$ cat src/rtl/core/order_book_price_level_table_core_assert.svh
// Assertion macros for the price level table core.
// Used by the core top level; expects clk and rst_n in scope.
`ifndef ORDER_BOOK_PRICE_LEVEL_TABLE_CORE_ASSERT_SVH
`define ORDER_BOOK_PRICE_LEVEL_TABLE_CORE_ASSERT_SVH

// same-cycle implication
`define OBPLT_ASSERT_IMP(label, ante, cons) \
    label: assert property (@(posedge clk) disable iff (!rst_n) (ante) |-> (cons)) \
        else $error("obplt assertion failed");

// next-cycle implication
`define OBPLT_ASSERT_NXT(label, ante, cons) \
    label: assert property (@(posedge clk) disable iff (!rst_n) (ante) |=> (cons)) \
        else $error("obplt assertion failed");

`endif

$ cat src/rtl/core/obplt_div.sv
// Shared restoring divider, one quotient bit per cycle.
// Uses no package.
`timescale 1ns / 1ps
module obplt_div
(
    input  logic        clk,
    input  logic        rst_n,
    input  logic        start,
    input  logic [31:0] dividend,
    input  logic [31:0] divisor,
    output logic        done,
    output logic [31:0] quotient,
    output logic [31:0] remainder
);

    logic [31:0] q_reg;
    logic [31:0] r_reg;
    logic [31:0] d_reg;
    logic [5:0]  cnt_reg;
    logic        busy_reg;
    logic        done_reg;
    logic [32:0] trial;
    logic        ge;

    assign trial = {r_reg, q_reg[31]};
    assign ge    = (trial >= {1'b0, d_reg});

    always_ff @(posedge clk or negedge rst_n)
    begin
        if (!rst_n)
        begin
            busy_reg <= 1'b0;
            done_reg <= 1'b0;
            cnt_reg  <= 6'd0;
        end
        else
        begin
            done_reg <= 1'b0;
            if (start)
            begin
                busy_reg <= 1'b1;
                cnt_reg  <= 6'd0;
            end
            else if (busy_reg)
            begin
                cnt_reg <= cnt_reg + 6'd1;
                if (cnt_reg == 6'd31)
                begin
                    busy_reg <= 1'b0;
                    done_reg <= 1'b1;
                end
            end
        end
    end

    always_ff @(posedge clk)
    begin
        if (start)
        begin
            q_reg <= dividend;
            r_reg <= 32'd0;
            d_reg <= divisor;
        end
        else if (busy_reg)
        begin
            q_reg <= {q_reg[30:0], ge};
            r_reg <= ge ? 32'(trial - {1'b0, d_reg}) : trial[31:0];
        end
    end

    assign done      = done_reg;
    assign quotient  = q_reg;
    assign remainder = r_reg;

endmodule

$ cat config.mk
export PLATFORM = sky130hd
export DESIGN_NAME = obplt_div
export DESIGN_NICKNAME = d
export VERILOG_FILES = /design/src/rtl/core/order_book_price_level_table_core_assert.svh /design/src/rtl/core/obplt_div.sv
export SDC_FILE = /design/constraint.sdc
export NUM_CORES = 1
export LEC_CHECK = 0
export ABC_AREA = 0
export BUFFER_PORTS_ARGS = -buffer_cell sky130_fd_sc_hd__buf_2
export CORE_UTILIZATION = 25
export CTS_CLUSTER_SIZE = 30
export DETAILED_ROUTE_END_ITERATION = 16
export SYNTH_ARGS = -nofsm -noshare
export SYNTH_HDL_FRONTEND = slang
export SYNTH_SLANG_ARGS = --single-unit
$ cat constraint.sdc
create_clock -name clk -period 3 [get_ports clk]
set_input_delay 0.15 -clock clk [delete_from_list [all_inputs] [get_ports clk]]
set_output_delay 0.15 -clock clk [all_outputs]
set_load 0.02 [all_outputs]
# Word-level counts from Yosys, hierarchy flattened
# Index checks and enable logic that the tools add are counted.
# totals
elab_cells	22
register_bits	104
output_inout_bits	65
# classes
n_reduce_logical	1
n_eq_ne	1
addsub	2
mux	11
order_cmp	1
# op_table
operator	count
32-bit two-way mux	3
33-bit by 32-bit greater-or-equal comparator with 1-bit output	1
32-bit subtractor	1
6-bit two-way mux	2
6-bit by 1-bit adder with 6-bit output (second input constant)	1
6-bit by 5-bit == test with 1-bit output (second input constant)	1
1-bit two-way mux	6
2-bit nonzero test	1

# Longest topological paths before layout
# depth
word_depth	4
depth_mapped	14
depth_no_buf	12

# Worst setup path before layout
# No wires, ideal clock.
# synth_path
kind	flip-flop to flip-flop
from	register r_reg[2], in the netlist remainder[2]
to	register q_reg[0], in the netlist quotient[0], data pin
arrival_time_ps	2596
slack_ps	144
n_path_buf	2
period_less_slack_ps	2856
t_required_ps	2740
stages_incl_launch_ff	12
setup_time_ps	260
cell_sequence	dfxtp_1 ha_1 a21o_1 a21oi_1 a21boi_2 o311ai_2 a31o_4 o2bb2ai_2 o211ai_4 buf_6 buf_6 mux2_2
# synth_via
elab_chain_len	3
# synth_rtl
element	line	text
start: declaration	obplt_div.sv:17	logic [31:0] r_reg;
start signal: assignment	obplt_div.sv:67	r_reg <= ge ? 32'(trial - {1'b0, d_reg}) : trial[31:0];
33-bit by 32-bit greater-or-equal comparator with 1-bit output	obplt_div.sv:26	assign ge = (trial >= {1'b0, d_reg});
32-bit two-way mux	obplt_div.sv:64	else if (busy_reg)
32-bit two-way mux	obplt_div.sv:58	if (start)
end signal: assignment	obplt_div.sv:60	q_reg <= dividend;
end signal: assignment	obplt_div.sv:66	q_reg <= {q_reg[30:0], ge};
end: declaration	obplt_div.sv:16	logic [31:0] q_reg;
# No other way between the ends. The select of a mux whose other input is x is not followed.
# A chain may end at the register's enable or synchronous reset.

# Worst setup path in the final report
# layout_path
from	register r_reg[7], in the netlist remainder[7]
to	register r_reg[15], in the netlist remainder[15]
# layout_via
elab_chain_len	2
# layout_rtl
element	line
32-bit subtractor or 33-bit by 32-bit greater-or-equal comparator with 1-bit output (tied branches)	obplt_div.sv:67, obplt_div.sv:26
32-bit two-way mux (*)	obplt_div.sv:67
# Every way passes the cells marked *; elsewhere a longest branch is shown, timed or not.

==> results_dict.tcl <==
set metrics [dict create \
    multi_input_area_um2 3010 \
    fill_cells 2464 \
    path_class "reg -> reg" \
    powerDensity_nw_per_um2 822 \
    drc 0 \
    nets 846 \
    critPathLaunchType "register" \
    slew-limit-headroom_pct 61.8 \
    cts-root-buf "clkbuf_16" \
    peakVddDrop_mv 0.436 \
    crit_chain "ha_1 -> nand2_1 -> o211ai_1 -> o211a_1 -> o311ai_2 -> a31o_4 -> o2bb2ai_2 -> o211ai_4 -> buf_12 -> mux2i_1 -> a211oi_1" \
    setup_violations 0 \
    synth_top_area_cell "edfxtp_1" \
    cts.htree.levels 3 \
    synth_ff_type "edfxtp_1" \
    finalCriticalPeriod_ps 2830 \
    diodes 0 \
    final-seq-area_um2 2760 \
    wirelength_mm 15.8 \
    cts_tree "yes" \
    syn2layout_area_growth_pct 29.2 \
    rsz0062_at_grt "yes" \
    ys_async_sr_fraction_pct 7.69 \
    cts_buffers 9 \
    slowest_delay_ps 370 \
    num_rows 56 \
    dpl_cell_area_um2 7100 \
    die_x_um 157 \
    ys_warn_count 0 \
    synth_fp_nets 681 \
    synth_top_area_share_pct 31.8 \
    drv_cap 0 \
    drive_above_1_share_pct 28.8 \
    max_slew.worst_pin.slew_ps 572 \
    synth_area_per_cell_um2 10.4 \
    avgRoutedWirePerCell_um 14.8 \
    max_freq_mhz 353 \
    hold_class "in -> reg" \
    vias 4878 \
    firstDrtPassIters 5 \
    grt_pass1_vias 4830 \
    drt-initial-drc-count 271 \
    synth.ff_latch_count 104 \
    grt_pass1_wl_mm 25.0 \
    finalHoldViolations 0 \
    gp_congestion 0.869 \
    synth.most_common_cell "edfxtp_1" \
    post-route-period-util_pct 94.4 \
    syn_inst 580 \
    vias_per_cell 4.56 \
    grt_start_max_net_pins 41 \
    slew_viol_final 0 \
    synthesis.area_um2 6040 \
    clk_pin_slew_ps 80 \
    crit_path_end_kind "register" \
    ys_seq_area_share_pct 45.8 \
    grtUsageTotal_pct 13.1 \
    antenna_found_initial 0 \
    final_util_pct 33.1 \
    ys_top_cells_by_count "edfxtp_1, inv_1, nand2_1, nor2_1" \
    fin_setup_tns_ps 0 \
    start_util_pct 25.6 \
    worst_path_max_delay_cell "ha_1" \
    hpwl_mm 11.7 \
    ios 132 \
    place.port_buffers 131 \
    worstPathMaxFanout 14 \
    core_um2 23500 \
    cts_num_sinks 104 \
    insertion_delay_ps 360 \
    cts_buffer_depth 2 \
    arrival_ps 3090 \
    postRouteAntennaNets 0 \
    synth.area.top_cells "edfxtp_1, dfxtp_1, ha_1" \
    worst_ep_required_time_ps 3260 \
    ys_types 60 \
    final_area_um2 7800 \
    grt-ovfl-total 0 \
    status "complete, no violations" \
    clock_skew_ps 9.60 \
    dieHeight_um 157 \
    dieArea_um2 24800 \
    total_leakage_power_nw 3.37 \
    synth-edff-count 64 \
]
[layout make-up]
type / instances / area share (%)
flip-flops and latches: 104 / 35.4
clock buffers: 10 / 2.94
repair buffers: 185 / 15.3
multi-input cells: 401 / 38.6
well taps: 319 / 5.12
inverters: 44 / 2.12
clock inverters: 6 / 0.529
[cell usage in the layout, fill, tap and decap left out, drive strengths merged, types with 15 or more instances in the layout]
master and count:
buf 151, edfxtp 64, inv 46, nand2 43, nor2 43, mux2 33
dlygate4sd3 33, ha 33, dfxtp 32, a21oi 30, mux2i 26, o21ai 26
a211oi 21, xor2 16, xnor2 16, a21o 15
[power by group]
group	switching [mW]	internal (mW)	leakage [nW]
combinational	1.82	1.43	2.23
sequential	0.234	1.80	1.02
clock	0.552	0.565	0.123
total	2.61	3.80	3.37
[worst paths after layout]
check / cells past startpoint / to / start / slack, ps
worst min-delay path: 2 / quotient[11] / dividend[11] / 90
worst max register to register: 11 / remainder[15] / remainder[7] / 170
min in group asynchronous: 2 / cnt_reg[4] / rst_n / 160
max in group asynchronous: 2 / cnt_reg[5] / rst_n / 2670
worst max-delay path: 11 / remainder[15] / remainder[7] / 170
worst min register to register: 2 / remainder[31] / remainder[31] / 480
[what timing repair did]
action | in CTS | in global routing
gates resized for setup | 0 | 13
hold buffers | 33 | 0
endpoints found under the hold margin | 40 | 0
setup buffers | 0 | 2
endpoints found under the setup margin | 0 | 29
[per-layer routing]
layer	vias to the layer above	part of all wire, %	track usage (%)	routed length (um)
met5	-	0	0	0
met4	0	1.7	4.62	266
met3	19	4.4	2.75	694
met2	128	45	21.1	7190
met1	2288	48	17.4	7660
li1	2443	-	-	-
[metrics by stage]
step	hold slack, ps	cells	setup slack [ps]	power (mW)
3_5_place_dp	3.69	1017	79.7	5.14
6_report	86.1	1069	168	6.41
5_1_grt	74.8	1069	4.37	6.87
2_1_floorplan	-146	580	144	4.29
3_3_place_gp	1.28	1017	93.4	5.12
4_1_cts	68.0	1066	52.4	6.33
[cells by family after synthesis]
logic type | after synthesis | synth area share, %
flops | 104 | 45.8
xor+xnor | 32 | 4.64
compound gates | 142 | 16.5
buf+inv | 75 | 5.29
simple gates | 134 | 10.2
mux | 59 | 10.5
fa+ha+maj | 34 | 7.17
[critical path: cells and delay by family (launching register included)]
kind / cells / cell delay, ps
muxes: 1 / 90
AOI/OAI and AO/OA: 7 / 1560
and+or+nand+nor: 1 / 130
DFF: 1 / 340
adders and majority gates: 1 / 370
buffers and inverters: 1 / 220
(Power assumes the default switching activity.)
