--- src/rtl/core/order_book_price_level_table_core_assert.svh ---
// Assertion macros for the price level table core.
// Used by the core top level; expects clk and rst_n in scope.
`ifndef ORDER_BOOK_PRICE_LEVEL_TABLE_CORE_ASSERT_SVH
`define ORDER_BOOK_PRICE_LEVEL_TABLE_CORE_ASSERT_SVH

// same-cycle implication
`define OBPLT_ASSERT_IMP(label, ante, cons) \
    label: assert property (@(posedge clk) disable iff (!rst_n) (ante) |-> (cons)) \
        else $error("obplt assertion failed");

// next-cycle implication
`define OBPLT_ASSERT_NXT(label, ante, cons) \
    label: assert property (@(posedge clk) disable iff (!rst_n) (ante) |=> (cons)) \
        else $error("obplt assertion failed");

`endif

--- src/rtl/core/obplt_pkg.sv ---
// Package for the price level table core: operation, status and register codes,
// and the configuration register struct. No dependencies.
`timescale 1ns / 1ps
package obplt_pkg;

    localparam logic [2:0] OP_INSERT = 3'd0;
    localparam logic [2:0] OP_REMOVE = 3'd1;
    localparam logic [2:0] OP_LOOKUP = 3'd2;
    localparam logic [2:0] OP_BEST   = 3'd3;
    localparam logic [2:0] OP_CLEAR  = 3'd4;

    localparam logic [2:0] ST_OK        = 3'd0;
    localparam logic [2:0] ST_DUPLICATE = 3'd1;
    localparam logic [2:0] ST_NOT_FOUND = 3'd2;
    localparam logic [2:0] ST_FULL      = 3'd3;
    localparam logic [2:0] ST_BELOW     = 3'd4;

    localparam logic [1:0] REG_SIDE  = 2'd0;
    localparam logic [1:0] REG_TICK  = 2'd1;
    localparam logic [1:0] REG_LOWER = 2'd2;
    localparam logic [1:0] REG_UPPER = 2'd3;

    typedef struct packed {
        logic        side;
        logic [15:0] tick;
        logic [31:0] lower_bound;
        logic [31:0] upper_bound;
    } cfg_t;

endpackage

--- src/rtl/core/obplt_cfg.sv ---
// APB-style configuration registers for the price level table core.
// Depends on obplt_pkg for register codes and cfg_t.
`timescale 1ns / 1ps
module obplt_cfg
(
    input  logic             clk,
    input  logic             rst_n,
    input  logic             psel,
    input  logic             penable,
    input  logic             pwrite,
    input  logic [3:0]       paddr,
    input  logic [31:0]      pwdata,
    output logic [31:0]      prdata,
    output logic             pready,
    output obplt_pkg::cfg_t  cfg
);

    obplt_pkg::cfg_t cfg_reg;
    logic            wr;

    assign wr = psel && penable && pwrite;

    always_ff @(posedge clk or negedge rst_n)
    begin
        if (!rst_n)
        begin
            cfg_reg.side        <= 1'b0;
            cfg_reg.tick        <= 16'd1;
            cfg_reg.lower_bound <= 32'd0;
            cfg_reg.upper_bound <= 32'd255;
        end
        else if (wr)
        begin
            case (paddr[3:2])
                obplt_pkg::REG_SIDE:  cfg_reg.side        <= pwdata[0];
                obplt_pkg::REG_TICK:  cfg_reg.tick        <= pwdata[15:0];
                obplt_pkg::REG_LOWER: cfg_reg.lower_bound <= pwdata;
                obplt_pkg::REG_UPPER: cfg_reg.upper_bound <= pwdata;
                default: ;
            endcase
        end
    end

    always_comb
    begin
        case (paddr[3:2])
            obplt_pkg::REG_SIDE:  prdata = {31'd0, cfg_reg.side};
            obplt_pkg::REG_TICK:  prdata = {16'd0, cfg_reg.tick};
            obplt_pkg::REG_LOWER: prdata = cfg_reg.lower_bound;
            obplt_pkg::REG_UPPER: prdata = cfg_reg.upper_bound;
            default:              prdata = 32'd0;
        endcase
    end

    assign pready = 1'b1;
    assign cfg    = cfg_reg;

endmodule
--- config.mk ---
export PLATFORM = sky130hd
export DESIGN_NAME = obplt_cfg
export DESIGN_NICKNAME = d
export VERILOG_FILES = /design/src/rtl/core/order_book_price_level_table_core_assert.svh /design/src/rtl/core/obplt_pkg.sv /design/src/rtl/core/obplt_cfg.sv
export SDC_FILE = /design/constraint.sdc
export NUM_CORES = 1
export LEC_CHECK = 0
export BUFFER_PORTS_ARGS = -buffer_cell sky130_fd_sc_hd__clkbuf_2
export CAP_MARGIN = 10
export CORE_MARGIN = 4
export CORE_UTILIZATION = 40
export CTS_CLUSTER_DIAMETER = 200
export CTS_CLUSTER_SIZE = 25
export DETAILED_ROUTE_END_ITERATION = 10
export GPL_ROUTABILITY_DRIVEN = 1
export GPL_TIMING_DRIVEN = 0
export PLACE_DENSITY = 0.68
export SLEW_MARGIN = 20
export SYNTH_ARGS = -nofsm -noshare
export SYNTH_HDL_FRONTEND = slang
export SYNTH_SLANG_ARGS = --single-unit
--- constraint.sdc ---
create_clock -name clk -period 2.65 [get_ports clk]
set_input_delay 0.6625 -clock clk [delete_from_list [all_inputs] [get_ports clk]]
set_output_delay 0.6625 -clock clk [all_outputs]
set_load 0.05 [all_outputs]
* Word level (Yosys, flattened, before mapping)
Index checks and enable logic that the tools add are counted.
Operators by class: eq/ne operators 3, mux-type cells 1, reduce and logical (&&, ||, !) cells 7
Operators with widths (count):
- case mux 32 bit (4 select lines) | 1
- AND reduction 2 bit | 4
- == test 2 bit (second input constant) | 2
- == test 2 x 1 -> 1 bit (second input constant) | 1
- logical AND 1 bit | 2
- logical NOT 2 bit | 1
Word-level totals: bits in registers 81, input bits 41, output and inout bits 114

* Longest topological paths before layout
Gate-level depths: netlist of run 1.
word-level depth 3, depth in mapped cells 7, mapped depth without buffers 3

* Worst setup path before layout of run 1
OpenSTA, ideal clock, no wires.
path kind input -> output, start input port paddr[2], end output port prdata[16], arrival time 1844 ps, data required time 1987 ps, slack 143 ps, cell stages on the path 4, buffers on the path 2, path through buf_6 -> buf_2 -> mux2i_1 -> nor2b_1
Between the ends: word-level cells in the longest chain between the ends 2, elaborated cells between the ends (all ways) 5, classes of those cells 3 x eq/ne; 1 x mux; 1 x reduce/logical
RTL lines:
- start: declaration | line obplt_cfg.sv:11 | input logic [3:0] paddr,
- == test 2 bit, or another cell as far along | line obplt_cfg.sv:46 | case (paddr[3:2])
- case mux 32 bit (4 select lines) (*) | line obplt_cfg.sv:46
- end: declaration | line obplt_cfg.sv:13 | output logic [31:0] prdata,
Mark *: on every way between the ends. The rest lies on a longest branch, timed or not.

* Worst setup path after layout of run 1
start input port paddr[2], end output port prdata[2]
Same word-level chain as after synthesis.

==> impl_metrics.ini, run 1 <==
[outcome]
outcome = completed

[power]
irDropWorstVdd_v = 0.000422
clock_power_share_pct = 16.8
p_sw_share_pct = 48.1
intPower_mw = 2.56
p_sw_mw = 2.37
total_leakage_power_nw = 2.45
power.density_nw_per_um2 = 1020
pwr-share-seq_pct = 35.9
p_comb_share_pct = 47.4

[timing]
whs_ns = 0.292
setup_viol = 0
relSlewSlack_pct = 65.3
hold_viol_final = 0
min_period_ns = 2.55
fmax_mhz = 393
fin_crit_sh_pct = 96.0
maxSlewViolCount = 0
grt_setup_unrepaired = false
worstMarginPinSlew_ns = 0.521
setup_slack_ns = 0.105
fin_skew_ns = 0

[layout]
seq_area_um2 = 2040
fin_cells = 528
diodes = 0
largest_reg_flops = 81
multi_input_area_um2 = 1590
nets = 453
final_util_pct = 52.7
nFillCells = 826
drive_above_1_share_pct = 68.6
stdcell_area_um2 = 4850
syn_to_final_growth_pct = 29.1

[global_route]
gr-total-overflow = 0
gr-usage-all-layers_pct = 17.4
grt_max_degree = 50
grt_pass1_vias = 2806
grt_pass1_wl_mm = 15.2
antenna_found_initial = 0

[die]
start_util_pct = 40.8
dieHeight_um = 105
rows = 35
die_area_um2 = 11000
coreArea_um2 = 9200
die_x_um = 105
ioPinCount = 155

[synthesis]
yosys.area.top_type_share_pct = 48.0
ys_async_sr_fraction_pct = 100
yosysTopAreaCell = dfrtp_1
synth_top_family_by_area = multiplexers
synth_area_per_cell_um2 = 14.9
synth_fp_nets = 293
syn_area_um2 = 3750
synthXorXnorAreaFrac_pct = 0
synthAdderAreaFrac_pct = 0
ys_types = 20
synthMuxAreaShare_pct = 34.7
synth_edf_count = 0
synth.most_common_cell = mux2_2
synth_compound_area_share_pct = 3.50
netlist_instances = 252
yosys-top-cells-count = mux2_2 (84), dfrtp_1 (72), mux2i_1 (16), nor2b_1 (16), a22o_1 (15)
yosysSeqAreaShare_pct = 54.3
yosys-top-cells-area = dfrtp_1 (48%), mux2_2 (25%), dfstp_2 (6.3%), mux2i_1 (4.3%), mux2_4 (4.0%)
synthFlopType = dfrtp_1
yosys.area_share.simple_pct = 4.00
synth_seq_cells = 81
ys_warn_count = 0

[routing]
wl_mm = 9.23
ant_nets = 0
first_pass_iters = 3
route.detailed.drc = 0
via_count = 2645
via_per_inst = 5.01
first_iter_violations = 69
wire_per_inst_um = 17.5

[setup_path]
r2r-start = cfg[66]
path_max_fanout = 10
critPathLaunch = paddr[2]
r2r-end = cfg[66]
worstPathRequired_ns = 1.99
crit_type = in2out
crit_end = prdata[2]
reg2regPathDepth = 1
crit_arrival_ns = 1.88
r2r_slack_ns = 1.85
end_kind = primary output
worst_setup_path_start_kind = input port

[placed_design]
finalWeightedCongestion = 0.732
hpwlAfterDp_mm = 6.87
port-buffer-count = 149
dp_slack_ns = -0.120
dp_cells = 513
place_area_um2 = 4670

[job]
drv_cap = 0

[min_path]
hold_path.class = in2async

[cts]
clk_transition_reported_paths_ns = 0.08
clock_path_buffers = 2
postCtsHoldBufs = 0
cts_resized = 0
insertion_delay_ns = 0.34
ctsHtreeMaxLevel = 3
cts_tree = yes
cts_sinks = 81
cts_made_buffers = 9
cts_setup_buffers = 0
root_buffer = clkbuf_8
## final cells by class
type	count	share of cell area, %
Buffer	19	2.58
Sequential cell	81	42.0
Clock inverter	4	0.568
Clock buffer	12	3.20
Timing Repair Buffer	150	16.0
Tap cell	111	2.87
Multi-Input combinational cell	151	32.7
## worst max-delay path: stages
cell and delay [ns]:
buf_6 0.12, buf_2 0.28, mux2_2 0.38, a22o_1 0.20
clkbuf_2 0.24
## worst min path at each step
stage              end  slack (ns)  depth (start not counted)
2_1_floorplan  cfg[10]        0.37                          0
3_3_place_gp   cfg[37]        0.49                          1
3_5_place_dp   cfg[37]        0.51                          1
4_1_cts        cfg[74]        0.30                          1
5_1_grt        cfg[74]        0.32                          1
6_report       cfg[74]        0.29                          1
## power groups by stage
stage,registers [mW],logic (mW),clock network (mW)
finish,1.77,2.34,0.827
global route,1.82,2.45,0.915
CTS,1.77,2.36,0.861
detailed placement,1.80,2.36,0
global placement,1.78,2.33,0
floorplan,2.79,0.792,0
## kinds of logic after synthesis
logic type	Yosys count
AO/OA/AOI/OAI	15
buffers and inverters	20
flip-flops	81
multiplexers	113
other	1
AND/OR/NAND/NOR	22
## cell usage in the layout, fill, tap and decap left out, drive strengths merged
cell / n
clkbuf: 165
mux2: 96
a22o: 15
clkinv: 1
and3b: 1
and2: 1
nor3b: 1
buf: 16
dfrtp: 72
and3: 1
nor2b: 17
dfstp: 9
clkinvlp: 3
mux2i: 16
nand3: 1
conb: 1
mux4: 1
## metrics by stage
| stage | TNS, ns | power (mW) |
|---|---|---|
| after global routing | 0 | 5.18 |
| after CTS | 0 | 4.99 |
| after detailed placement | -0.937 | 4.15 |
| final | 0 | 4.93 |
| after global placement | -0.832 | 4.11 |
| after floorplan | 0 | 3.58 |
## per-layer routing
layer	part of all wire [%]	GRT usage, %
met1	43	22.3
met3	8.4	5.99
met2	47	28.0
met4	1.1	4.69
met5	0	0
(Power assumes the default switching activity.)
==> inputs of run 2 (changes only) <==
--- a/config.mk
+++ b/config.mk
@@ -9,6 +9,7 @@
 export CAP_MARGIN = 10
 export CORE_MARGIN = 4
 export CORE_UTILIZATION = 40
+export CTS_BUF_LIST = sky130_fd_sc_hd__clkbuf_4 sky130_fd_sc_hd__clkbuf_8
 export CTS_CLUSTER_DIAMETER = 200
 export CTS_CLUSTER_SIZE = 25
 export DETAILED_ROUTE_END_ITERATION = 10
==> constraint.sdc (replaced) <==
create_clock -name clk -period 2.65 [get_ports clk]
set_input_delay 0.3975 -clock clk [delete_from_list [all_inputs] [get_ports clk]]
set_output_delay 0.3975 -clock clk [all_outputs]
set_load 0.05 [all_outputs]
==> run 2 against run 1 <==
Net effect:
- register-to-register slack about the same
- worst setup slack improved by 0.33 ns
- clock skew unchanged
- critical endpoint unchanged
- core utilization increased by 0.082 points
- die area unchanged
- sequential share of layout area decreased by 0.065 points
- sequential power about the same
==> impl_metrics.ini, run 2 (synthesis gave the netlist of run 1 again) <==
[outcome]
outcome = completed

[placed_design]
dp_slack_ns = 0.410
finalWeightedCongestion = 0.732
port-buffer-count = 149
dp_cells = 513
hpwlAfterDp_mm = 6.87

[timing]
whs_ns = 0.0316
relSlewSlack_pct = 61.0
fmax_mhz = 452
fin_crit_sh_pct = 83.5
setup_slack_ns = 0.438
setup_viol = 0
min_period_ns = 2.21
maxSlewViolCount = 0
fin_tns_setup_ns = 0
grt_setup_unrepaired = false
hold_viol_final = 0
fin_skew_ns = 0
worstMarginPinSlew_ns = 0.586

[global_route]
grt_pass1_vias = 2806
gr-total-overflow = 0
grt_max_degree = 50
grt_pass1_wl_mm = 15.2
gr-usage-all-layers_pct = 17.4
antenna_found_initial = 0

[layout]
layout_common_cells = clkbuf_2 (148), mux2_2 (84), dfrtp_1 (72), mux2i_1 (16), nor2b_1 (16)
syn_to_final_growth_pct = 29.3
diodes = 0
nets = 454
final_util_pct = 52.8
largest_reg_flops = 81
final_common_cell = clkbuf_2
fin_cells = 529
drive_above_1_share_pct = 68.7

[setup_path]
crit_arrival_ns = 1.81
end_kind = primary output
max_stage_delay_ns = 0.46
worstPathRequired_ns = 2.25
worst_setup_path_start_kind = input port
cpLargestDelayFamily = buffers and inverters
crit_chain = buf_2 > nor2b_4 > buf_6 > clkbuf_1 > a22o_1 > clkbuf_2
crit_type = in2out
path_max_fanout = 10
crit_path_top_delay_cell = clkbuf_1
crit_buf_inv = 4
reg2regPathDepth = 1
crit_cells = 6

[power]
p_sw_share_pct = 47.9
clock_power_share_pct = 16.9
p_sw_mw = 2.37
irDropWorstVdd_v = 0.000477
p_comb_share_pct = 47.3
total_leakage_power_nw = 2.45
intPower_mw = 2.57
pwr-share-seq_pct = 35.8
power.density_nw_per_um2 = 1020

[routing]
via_count = 2651
first_iter_violations = 89
wl_mm = 9.20
route.detailed.drc = 0
via_per_inst = 5.01
ant_nets = 0
wire_per_inst_um = 17.4
first_pass_iters = 4

[cts]
root_buffer = clkbuf_8
postCtsHoldBufs = 0
cts_resized = 0
clk_transition_reported_paths_ns = 0.08
clock_path_buffers = 2
ctsHtreeMaxLevel = 3
insertion_delay_ns = 0.34
cts_sinks = 81
cts_setup_buffers = 0
cts_made_buffers = 9
cts_tree = yes

[die]
coreArea_um2 = 9200
die_area_um2 = 11000
rows = 35
dieHeight_um = 105
start_util_pct = 40.8
ioPinCount = 155
die_x_um = 105

[job]
drv_cap = 0

[min_path]
hold_path.class = in2async
==> run 2: metrics by stage <==
| step | power [mW] | area, um^2 |
|---|---|---|
| 3_5_place_dp | 4.15 | 4670 |
| 5_1_grt | 5.19 | 4850 |
| 6_report | 4.94 | 4850 |
| 2_1_floorplan | 3.58 | 3750 |
| 3_3_place_gp | 4.11 | 4640 |
| 4_1_cts | 5.00 | 4850 |
==> run 2: cell type report <==
class | instances | area, um^2
fillers | 824 | 4340
flip-flops and latches | 81 | 2040
plain buffers | 20 | 129
clock inverters | 4 | 27.5
repair buffers | 150 | 776
clock buffers | 12 | 159
multi-input cells | 151 | 1590
well taps | 111 | 139
==> run 2: path summary, 6_finish.rpt <==
| check | slack [ns] | startpoint | endpoint |
|---|---|---|---|
| setup / recovery | 0.44 | paddr[3] | prdata[2] |
| hold / removal | 0.03 | rst_n | cfg[74] |
| setup reg to reg | 1.85 | cfg[35] | cfg[35] |
| hold reg to reg | 0.53 | cfg[37] | cfg[37] |
| max in group asynchronous | 1.96 | rst_n | cfg[7] |
| min in group clk | 0.30 | pwdata[26] | cfg[26] |
==> run 2: power by group through the flow <==
stage	Combinational, mW	Clock (mW)	Sequential, mW
global route	2.45	0.925	1.82
CTS	2.36	0.872	1.77
floorplan	0.792	0	2.79
detailed placement	2.36	0	1.80
finish	2.34	0.834	1.77
global placement	2.33	0	1.78
==> run 2: routing by layer <==
layer,up-vias,GRT usage (%),part of all wire [%]
met1,1309,22.4,43
met5,-,0,0
met3,9,5.99,8.3
li1,1227,-,-
met4,0,4.69,1.1
met2,106,28.0,47
==> inputs of run 3 (changes only) <==
==> constraint.sdc (replaced) <==
create_clock -name clk -period 2.25 [get_ports clk]
set_input_delay 0.3375 -clock clk [delete_from_list [all_inputs] [get_ports clk]]
set_output_delay 0.3375 -clock clk [all_outputs]
set_load 0.05 [all_outputs]
==> run 3 against run 2 <==
Net effect:
- flip-flop and latch count did not move
- worst hold slack gained 0.20 ns
- cell count up 0.19%
- power is 18% higher
- combinational power rose by 18%
- wire length is 0.35% higher
- critical path type unchanged
==> impl_metrics.ini, run 3 (synthesis gave the netlist of run 1 again) <==
[routing]
wl_met1_mm = 4.05
wl_mm = 9.23
wl_met2_mm = 4.36
first_iter_violations = 73
ant_nets = 0
route.detailed.drc = 0
wl_met3_um = 757
via_per_inst = 5.02
wire_per_inst_um = 17.4
highest_layer = met4
via_count = 2661
first_pass_iters = 4

[power]
pwr-share-seq_pct = 35.8
power.density_nw_per_um2 = 1200
p_sw_mw = 2.79
p_comb_share_pct = 47.3
clock_power_share_pct = 16.9
total_leakage_power_nw = 2.45
intPower_mw = 3.03
p_sw_share_pct = 47.9
total_power_mw = 5.82
irDropWorstVdd_v = 0.000564

[setup_path]
crit_type = in2out
worst_setup_path_start_kind = input port
crit_arrival_ns = 1.77
r2r_slack_ns = 1.45
worstPathRequired_ns = 1.91
reg2regPathDepth = 1
end_kind = primary output
path_max_fanout = 10

[cts]
clk_transition_reported_paths_ns = 0.08
clock_path_buffers = 2
cts_made_buffers = 9
cts_sinks = 81
cts_resized = 0
ctsHtreeMaxLevel = 3
cts_tree = yes
root_buffer = clkbuf_8
insertion_delay_ns = 0.34

[timing]
fin_tns_setup_ns = 0
setup_slack_ns = 0.146
fmax_mhz = 475
maxSlewViolCount = 0
relSlewSlack_pct = 60.5
worstMarginPinSlew_ns = 0.592
grt_setup_unrepaired = false
setup_viol = 0
whs_ns = 0.234
min_period_ns = 2.10
hold_viol_final = 0
fin_skew_ns = 0
fin_crit_sh_pct = 93.5

[outcome]
outcome = completed

[placed_design]
dp_slack_ns = 0.130
hpwlAfterDp_mm = 6.87
dp_cells = 513
place_area_um2 = 4670
port-buffer-count = 149
finalWeightedCongestion = 0.732

[die]
die_area_um2 = 11000
ioPinCount = 155
rows = 35
dieHeight_um = 105
coreArea_um2 = 9200
start_util_pct = 40.8
die_x_um = 105

[layout]
nFillCells = 823
fin_cells = 530
stdcell_area_um2 = 4860
final_util_pct = 52.9
largest_reg_flops = 81
layout_common_cells = clkbuf_2 (148), mux2_2 (84), dfrtp_1 (72), mux2i_1 (16), nor2b_1 (16)
diodes = 0
nets = 455
final_common_cell = clkbuf_2
drive_above_1_share_pct = 68.5
syn_to_final_growth_pct = 29.6

[global_route]
gr-usage-all-layers_pct = 17.4
gr-total-overflow = 0
grt_max_degree = 50
grt_pass1_wl_mm = 15.2
grt_pass1_vias = 2809
antenna_found_initial = 0

[job]
drv_cap = 0

[min_path]
min_path_cells = 2
hold_path.class = in2reg
[run 3: path summary, 6_finish.rpt]
kind,start,endpoint
min,pwdata[26],cfg[26]
min in group asynchronous,rst_n,cfg[74]
max,paddr[3],prdata[2]
max in group asynchronous,rst_n,cfg[1]
min reg2reg,cfg[37],cfg[37]
max reg2reg,cfg[35],cfg[35]
[run 3: power groups by stage]
stage	registers [mW]	logic, mW	clock network, mW
finish	2.08	2.75	0.982
global route	2.14	2.88	1.09
CTS	2.09	2.78	1.03
detailed placement	2.11	2.78	0
global placement	2.09	2.75	0
floorplan	3.28	0.933	0
[run 3: repair_timing]
action	CTS	global route
hold buffers	1	0
setup buffers	0	0
hold endpoints to repair	30	0
[run 3: routing by layer]
| layer | up-vias | global-route usage (%) |
|---|---|---|
| met4 | 0 | 4.69 |
| met5 | - | 0 |
| met3 | 7 | 5.99 |
| met2 | 104 | 28.0 |
| met1 | 1317 | 22.4 |
| li1 | 1233 | - |
[run 3: worst max-delay path, cell delays in order]
cell      delay [ns]
buf_2           0.17
nor2b_4         0.12
buf_6           0.13
clkbuf_1        0.47
a22o_1          0.26
clkbuf_2        0.28
[run 3: final cells by class]
cell class,instances,area [um^2],area share [%]
buffer,20,129,2.65
multi-input combinational,151,1590,32.6
sequential,81,2040,41.9
clock buffer,12,159,3.27
tap,111,139,2.85
timing repair buffer,151,786,16.2
clock inverter,4,27.5,0.566
